**src/hw/rtl/lkv_pkg.sv**
```systemverilog
// ----------------------------------------------------------------------------
// lkv_pkg
// Request, response and configuration types and constants for the
// lru key-value cache.
// ----------------------------------------------------------------------------
`timescale 1ns / 1ps

package lkv_pkg;

   localparam int CAP_W = 5;
   localparam int KEY_W = 32;
   localparam int VAL_W = 32;

   localparam logic [CAP_W-1:0] CAPACITY_RESET = 5'd16;
   localparam logic [VAL_W-1:0] MISS_VALUE     = '1;

   localparam logic KIND_GET = 1'b0;
   localparam logic KIND_PUT = 1'b1;

   typedef struct packed {
      logic                    kind;
      logic signed [KEY_W-1:0] key;
      logic signed [VAL_W-1:0] value;
   } req_type;

   typedef struct packed {
      logic                    hit;
      logic signed [VAL_W-1:0] read_value;
   } rsp_type;

endpackage

```
**src/hw/rtl/lru_key_value_cache_top.sv**
```systemverilog
// ----------------------------------------------------------------------------
// lru_key_value_cache_top
// Fully associative key-value cache with least-recently-used replacement,
// built as a chain of slot cells that a search token walks through.
// ----------------------------------------------------------------------------
//
//   channel   ports                         direction  handshake
//   request   start, busy, req_data         in         start & !busy
//   response  rsp_valid, rsp_data           out        one-cycle strobe
//   config    csr_wr_en, csr_wr_data        in         write enable
//
// the search token moves one cell per cycle along the chain, then the
// update is broadcast to all cells
// busy is registered: it goes high after acceptance and stays high until the update cycle ends
// a get response appears on the cycle after the update, for one cycle
// reset clears all valid flags, ranks, occupancy and sets capacity to 16
// the response side cannot stall
// ----------------------------------------------------------------------------
`timescale 1ns / 1ps

module lru_key_value_cache_top
   import lkv_pkg::*;
#(
   parameter int ENTRIES = 16
) (
   input  logic             clock,
   input  logic             reset,
   input  logic             start,
   output logic             busy,
   input  req_type          req_data,
   output logic             rsp_valid,
   output rsp_type          rsp_data,
   input  logic             csr_wr_en,
   input  logic [CAP_W-1:0] csr_wr_data
);

   localparam int IDX_W = (ENTRIES > 1) ? $clog2(ENTRIES) : 1;
   localparam int CNT_W = $clog2(ENTRIES + 1);
   localparam int CMP_W = (CNT_W > CAP_W) ? CNT_W : CAP_W;
   localparam logic [CMP_W-1:0] ENTRIES_C = CMP_W'(ENTRIES);
   localparam int TOK_W = 5 * IDX_W + KEY_W + VAL_W + 4;

   typedef struct packed {
      logic              active;
      logic [KEY_W-1:0]  key;
      logic              found;
      logic [IDX_W-1:0]  hit_idx;
      logic [VAL_W-1:0]  hit_value;
      logic [IDX_W-1:0]  hit_rank;
      logic              free_found;
      logic [IDX_W-1:0]  free_idx;
      logic              lru_found;
      logic [IDX_W-1:0]  lru_idx;
      logic [IDX_W-1:0]  lru_rank;
   } token_type;

   typedef struct packed {
      logic              touch;
      logic              insert;
      logic              write;
      logic [IDX_W-1:0]  slot;
      logic [IDX_W-1:0]  ref_rank;
      logic [KEY_W-1:0]  key;
      logic [VAL_W-1:0]  value;
   } cmd_type;

   logic [TOK_W-1:0] chain [0:ENTRIES];
   token_type        tok_head;
   token_type        tok_tail;
   cmd_type          cmd;

   logic             accept;
   logic             busy_ff;
   logic             busy_in;
   req_type          req_ff;
   logic [CAP_W-1:0] cap_ff;
   logic [CNT_W-1:0] occ_ff;
   logic [CNT_W-1:0] occ_in;
   logic [CMP_W-1:0] eff_cap;
   logic             below_cap;
   logic             rsp_valid_ff;
   logic             rsp_valid_in;
   rsp_type          rsp_ff;
   rsp_type          rsp_in;

   assign accept    = start && !busy_ff;
   assign busy      = busy_ff;
   assign rsp_valid = rsp_valid_ff;
   assign rsp_data  = rsp_ff;

   always_comb begin
      tok_head        = '0;
      tok_head.active = accept;
      tok_head.key    = req_data.key;
   end

   assign chain[0] = tok_head;
   assign tok_tail = chain[ENTRIES];

   for (genvar g = 0; g < ENTRIES; g++) begin : g_cell
      lkv_cell #(
         .INDEX   (g),
         .IDX_W   (IDX_W)
      ) u_cell (
         .clock   (clock),
         .reset   (reset),
         .tok_in  (chain[g]),
         .tok_out (chain[g+1]),
         .cmd_in  (cmd)
      );
   end

   // effective capacity, clamped to 1..ENTRIES
   always_comb begin
      eff_cap = CMP_W'(cap_ff);
      if (cap_ff == '0) begin
         eff_cap = CMP_W'(1);
      end
      if (eff_cap > ENTRIES_C) begin
         eff_cap = ENTRIES_C;
      end
   end

   assign below_cap = CMP_W'(occ_ff) < eff_cap;

   // decision when the token leaves the chain
   always_comb begin
      cmd          = '0;
      cmd.key      = req_ff.key;
      cmd.value    = req_ff.value;
      occ_in       = occ_ff;
      rsp_valid_in = 1'b0;
      rsp_in       = rsp_ff;
      if (tok_tail.active) begin
         if (req_ff.kind == KIND_GET) begin
            rsp_valid_in = 1'b1;
            if (tok_tail.found) begin
               cmd.touch         = 1'b1;
               cmd.slot          = tok_tail.hit_idx;
               cmd.ref_rank      = tok_tail.hit_rank;
               rsp_in.hit        = 1'b1;
               rsp_in.read_value = tok_tail.hit_value;
            end else begin
               rsp_in.hit        = 1'b0;
               rsp_in.read_value = MISS_VALUE;
            end
         end else if (tok_tail.found) begin
            cmd.touch    = 1'b1;
            cmd.write    = 1'b1;
            cmd.slot     = tok_tail.hit_idx;
            cmd.ref_rank = tok_tail.hit_rank;
         end else if (below_cap && tok_tail.free_found) begin
            cmd.insert = 1'b1;
            cmd.write  = 1'b1;
            cmd.slot   = tok_tail.free_idx;
            occ_in     = occ_ff + 1'b1;
         end else if (tok_tail.lru_found) begin
            cmd.touch    = 1'b1;
            cmd.write    = 1'b1;
            cmd.slot     = tok_tail.lru_idx;
            cmd.ref_rank = tok_tail.lru_rank;
         end
      end
   end

   always_comb begin
      busy_in = busy_ff;
      if (accept) begin
         busy_in = 1'b1;
      end else if (tok_tail.active) begin
         busy_in = 1'b0;
      end
   end

   always_ff @(posedge clock) begin
      if (reset) begin
         busy_ff      <= 1'b0;
         cap_ff       <= CAPACITY_RESET;
         occ_ff       <= '0;
         rsp_valid_ff <= 1'b0;
      end else begin
         busy_ff      <= busy_in;
         occ_ff       <= occ_in;
         rsp_valid_ff <= rsp_valid_in;
         if (csr_wr_en) begin
            cap_ff <= csr_wr_data;
         end
      end
   end

   always_ff @(posedge clock) begin
      rsp_ff <= rsp_in;
      if (accept) begin
         req_ff <= req_data;
      end
   end

   // checks

   a_rsp_after_get : assert property (@(posedge clock) disable iff (reset)
      rsp_valid |-> $past(tok_tail.active) && $past(req_ff.kind) == KIND_GET)
      else $error("response without a finished get");

   a_miss_value : assert property (@(posedge clock) disable iff (reset)
      rsp_valid && !rsp_data.hit |-> rsp_data.read_value == MISS_VALUE)
      else $error("miss response with wrong value");

   a_occ_bound : assert property (@(posedge clock) disable iff (reset)
      CMP_W'(occ_ff) <= ENTRIES_C)
      else $error("occupancy above slot count");

   a_occ_step : assert property (@(posedge clock) disable iff (reset)
      tok_tail.active && cmd.insert |=> occ_ff == $past(occ_ff) + 1'b1)
      else $error("occupancy not advanced on insert");

   a_token_single : assert property (@(posedge clock) disable iff (reset)
      tok_tail.active |-> busy_ff)
      else $error("token left the chain while idle");

endmodule

```
**src/hw/rtl/lkv_cell.sv**
```systemverilog
// ----------------------------------------------------------------------------
// lkv_cell
// One cache slot: holds key, value, valid flag and recency rank, folds its
// contents into the search token passing through and applies update commands.
// ----------------------------------------------------------------------------
`timescale 1ns / 1ps

module lkv_cell
   import lkv_pkg::*;
#(
   parameter int INDEX   = 0,
   parameter int IDX_W   = 4
) (
   input  logic                   clock,
   input  logic                   reset,
   input  logic [5*IDX_W+KEY_W+VAL_W+4-1:0]       tok_in,
   output logic [5*IDX_W+KEY_W+VAL_W+4-1:0]       tok_out,
   input  logic [IDX_W*2+KEY_W+VAL_W+3-1:0]       cmd_in
);

   typedef struct packed {
      logic              active;
      logic [KEY_W-1:0]  key;
      logic              found;
      logic [IDX_W-1:0]  hit_idx;
      logic [VAL_W-1:0]  hit_value;
      logic [IDX_W-1:0]  hit_rank;
      logic              free_found;
      logic [IDX_W-1:0]  free_idx;
      logic              lru_found;
      logic [IDX_W-1:0]  lru_idx;
      logic [IDX_W-1:0]  lru_rank;
   } token_type;

   typedef struct packed {
      logic              touch;
      logic              insert;
      logic              write;
      logic [IDX_W-1:0]  slot;
      logic [IDX_W-1:0]  ref_rank;
      logic [KEY_W-1:0]  key;
      logic [VAL_W-1:0]  value;
   } cmd_type;

   localparam logic [IDX_W-1:0] MY_IDX = IDX_W'(INDEX);

   token_type        tok_i;
   token_type        tok_ff;
   token_type        tok_in_c;
   cmd_type          cmd;
   logic [KEY_W-1:0] key_ff;
   logic [KEY_W-1:0] key_in;
   logic [VAL_W-1:0] value_ff;
   logic [VAL_W-1:0] value_in;
   logic             valid_ff;
   logic             valid_in;
   logic [IDX_W-1:0] rank_ff;
   logic [IDX_W-1:0] rank_in;
   logic             sel;

   assign tok_i   = tok_in;
   assign cmd     = cmd_in;
   assign tok_out = tok_ff;
   assign sel     = (cmd.slot == MY_IDX);

   // fold this slot into the passing search
   always_comb begin
      tok_in_c = tok_i;
      if (tok_i.active) begin
         if (valid_ff && key_ff == tok_i.key && !tok_i.found) begin
            tok_in_c.found     = 1'b1;
            tok_in_c.hit_idx   = MY_IDX;
            tok_in_c.hit_value = value_ff;
            tok_in_c.hit_rank  = rank_ff;
         end
         if (!valid_ff && !tok_i.free_found) begin
            tok_in_c.free_found = 1'b1;
            tok_in_c.free_idx   = MY_IDX;
         end
         if (valid_ff && (!tok_i.lru_found || rank_ff > tok_i.lru_rank)) begin
            tok_in_c.lru_found = 1'b1;
            tok_in_c.lru_idx   = MY_IDX;
            tok_in_c.lru_rank  = rank_ff;
         end
      end
   end

   // slot update
   always_comb begin
      key_in   = key_ff;
      value_in = value_ff;
      valid_in = valid_ff;
      rank_in  = rank_ff;
      if (cmd.insert && valid_ff) begin
         rank_in = rank_ff + 1'b1;
      end
      if (cmd.touch && valid_ff && !sel && rank_ff < cmd.ref_rank) begin
         rank_in = rank_ff + 1'b1;
      end
      if ((cmd.touch || cmd.insert) && sel) begin
         rank_in  = '0;
         valid_in = 1'b1;
      end
      if (cmd.write && sel) begin
         key_in   = cmd.key;
         value_in = cmd.value;
      end
   end

   always_ff @(posedge clock) begin
      if (reset) begin
         tok_ff   <= '0;
         valid_ff <= 1'b0;
         rank_ff  <= '0;
      end else begin
         tok_ff   <= tok_in_c;
         valid_ff <= valid_in;
         rank_ff  <= rank_in;
      end
   end

   always_ff @(posedge clock) begin
      key_ff   <= key_in;
      value_ff <= value_in;
   end

endmodule

```
**config.mk**
```make
export PLATFORM = sky130hd
export DESIGN_NAME = lru_key_value_cache_top
export DESIGN_NICKNAME = d
export VERILOG_FILES = /design/src/hw/rtl/lkv_pkg.sv /design/src/hw/rtl/lru_key_value_cache_top.sv /design/src/hw/rtl/lkv_cell.sv
export SDC_FILE = /design/constraint.sdc
export NUM_CORES = 2
export LEC_CHECK = 0
export CAP_MARGIN = 20
export CORE_MARGIN = 2
export CORE_UTILIZATION = 45
export CTS_CLUSTER_DIAMETER = 30
export CTS_CLUSTER_SIZE = 8
export DETAILED_ROUTE_END_ITERATION = 10
export DONT_BUFFER_PORTS = 1
export GPL_TIMING_DRIVEN = 0
export HOLD_SLACK_MARGIN = 0.12
export SYNTH_ARGS = -nofsm -noshare
export SYNTH_HDL_FRONTEND = slang
export SYNTH_HIERARCHICAL = 1
export SYNTH_SLANG_ARGS = --single-unit
```
**constraint.sdc**
```tcl
create_clock -name clock -period 6.4 [get_ports clock]
set_input_delay 1.28 -clock clock [delete_from_list [all_inputs] [get_ports clock]]
set_output_delay 1.28 -clock clock [all_outputs]
set_load 0.01 [all_outputs]
```
==> flow_metrics.py <==
metrics = {
    "outcome": {
        "outcome": "finished, final reports clean",
    },
    "sta": {
        "post-route-min-period_ns": 4.612,
        "final_max_slew_viol_count": 0,
        "relSlewSlack": 0.2349,
        "setup_viol": 0,
        "hold_viol": 0,
        "max_clock_freq_ghz": 0.2168,
        "setup_repair_after_global_routing_missed_its_margin": "no",
        "tightest_slew_ns": 1.144,
        "post-route-period-util": 0.7207,
        "skew_ns": 0.05994,
        "timing.hold.ws_ns": 0.4095,
    },
    "die": {
        "placement_rows": 164,
        "die-area_um2": 204900,
        "floorplan.core_area_um2": 199900,
        "io_pins": 109,
        "dieHeight_um": 452.7,
        "die_width_um": 452.7,
        "initial_core_utilization": 0.4532,
    },
    "worst_setup_path": {
        "sort_of_element_at_the_end_of_the_critical_path": "flop",
        "reg2reg_setup_slack_ns": 1.79,
        "crit_path_max_fanout": 41,
        "endpoint_arrival_time_on_the_critical_path_ns": 5.23,
        "setup.worst_path.start_class": "flop",
        "start_to_end_type_of_the_worst_setup_path": "reg -> reg",
        "worst_ep_required_time_ns": 7.02,
    },
    "power_and_ir_drop": {
        "worst_ir_drop_vdd_v": 0.0002835,
        "total_leakage_power_nw": 40.71,
        "pwrdens_nw_per_um2": 381.3,
    },
    "yosys": {
        "yosys_warnings": 6,
        "netlist_area_um2": 90580,
        "synthesis.area_per_instance_um2": 13.60,
        "postSynthCellCount": 6660,
    },
    "clocking": {
        "tritoncts": "yes",
        "cts_resized": 0,
        "ctsLongestPathBuffers": 4,
        "tritoncts_num_sinks": 2590,
        "clk_latency_ns": 0.96,
        "tritoncts.num_buffers": 484,
        "post-cts-setup-buffer-count": 0,
        "clock_tree.root_cell": "clkbuf_16",
        "worst_setup_hold_path_clk_slew_ns": 0.05,
        "postCtsHoldBufs": 0,
        "ctsHtreeMaxLevel": 5,
    },
    "final_layout": {
        "layout-drive-gt1-share": 0.1202,
        "layout-area-overhead-vs-synth_pct": 22.19,
        "num-nets-final": 7439,
        "filler_cell_count": 16414,
        "multi_input_comb_area_um2": 25800,
        "sequential_cell_area_um2": 63080,
        "count_of_non_filler_cells_in_the_finished_layout": 10291,
    },
    "drt": {
        "remaining_drc_errors": 0,
        "detail-route-antenna-nets": 0,
        "routed_via_density": 4.548,
        "wl_per_cell_um": 17.48,
        "vias": 46805,
        "detail_route.wirelength_mm": 179.9,
        "drt-initial-drc-count": 2209,
        "drt_pass1_iterations": 5,
    },
    "placement": {
        "placedCellCount": 9402,
        "number_of_i_o_port_buffers": 0,
        "dp.final_hpwl_mm": 132.7,
        "gp_congestion": 0.8517,
    },
    "grt": {
        "antenna_found_initial": 12,
        "grt_usage": 0.1746,
        "grt-ovfl-total": 0,
        "grt_pass1_vias": 48929,
        "global_route_wire_length_before_repair_mm": 278.0,
        "grt_max_degree": 65,
    },
    "worst_hold_path": {
        "hp-class": "reg -> reg",
    },
    "run": {
        "drv_cap": 0,
    },
}
placed cells by master, fill, tap and decap left out, types with 73 or more instances in the layout:
cell	instances
a21oi_1	73
dfxtp_1	1468
inv_1	169
and2_1	74
xor2_1	517
clkbuf_1	308
mux2i_1	660
nor2b_1	544
nor4_1	113
edfxtp_1	1122
clkbuf_16	499
nor2_1	968
ha_1	133
where the power goes:
group	leakage, nW	switching [W]	internal, W
registers	22.1	0.000228	0.0174
clock network	7.78	0.00768	0.0165
logic	10.9	0.000280	0.000120
metrics by stage:
stage / power [W] / setup slack [ns] / setup TNS (ns) / instance area, um2 / utilization
2_1_floorplan: 0.01807 / 0.6797 / 0 / 90820 / -
3_3_place_gp: 0.01835 / -5.074 / -349.33 / 94140 / 0.4710
3_5_place_dp: 0.01837 / 1.917 / 0 / 94680 / 0.4737
4_1_cts: 0.04268 / 1.879 / 0 / 110700 / 0.5538
5_1_grt: 0.04356 / 1.592 / 0 / 110700 / 0.5538
6_report: 0.04220 / 1.788 / 0 / 110700 / 0.5538
area by class of cell:
class	count	share of cell area
Sequential cell	2590	0.5699
Antenna cell	5	0.0001130
Multi-Input combinational cell	3721	0.2331
Inverter	169	0.005731
Timing Repair Buffer	24	0.004295
Buffer	242	0.01229
Tap cell	2656	0.03002
Clock inverter	177	0.01897
Clock buffer	707	0.1256
worst max-delay path, stage by stage (launching register included):
cell and delay, ns:
dfxtp_1 0.32, inv_1 0.14, nand2_1 0.07, ha_1 0.30, a21oi_1 0.11, o211ai_1 0.60
or2_4 0.28, o211ai_2 0.48, nor4_1 1.04, and2_4 0.55, buf_12 0.28
metal layers:
metal / up-vias / routed length, um / global-route usage
li1: 24021 / - / -
met1: 21494 / 81590 / 0.2227
met2: 897 / 85280 / 0.2881
met3: 393 / 6594 / 0.03289
met4: 0 / 6401 / 0.07974
met5: - / 0 / 0
sequential cells by signal, indices dropped and copies added (netlist names):
register,cells
req_ff,1
rsp_valid,1
g_cell.u_cell/key_ff,512
g_cell.u_cell/tok_out,1376
cmd,64
g_cell.u_cell/value_ff,512
cap_ff,5
busy,1
g_cell.u_cell/valid_ff,16
occ_ff,5
g_cell.u_cell/rank_ff,64
rsp_data,33
worst paths after layout:
| path | start | to | depth (start not counted) |
|---|---|---|---|
| setup / recovery | cap_ff[4]$_SDFFE_PP1P_ | g_cell[0].u_cell/key_ff[22]$_DFFE_PP_ | 10 |
| hold / removal | g_cell[13].u_cell/tok_out[11]$_SDFF_PP0_ | g_cell[14].u_cell/tok_out[11]$_SDFF_PP0_ | 2 |
| setup reg to reg | cap_ff[4]$_SDFFE_PP1P_ | g_cell[0].u_cell/key_ff[22]$_DFFE_PP_ | 10 |
| hold reg to reg | g_cell[13].u_cell/tok_out[11]$_SDFF_PP0_ | g_cell[14].u_cell/tok_out[11]$_SDFF_PP0_ | 2 |
(Power assumes the default switching activity.)
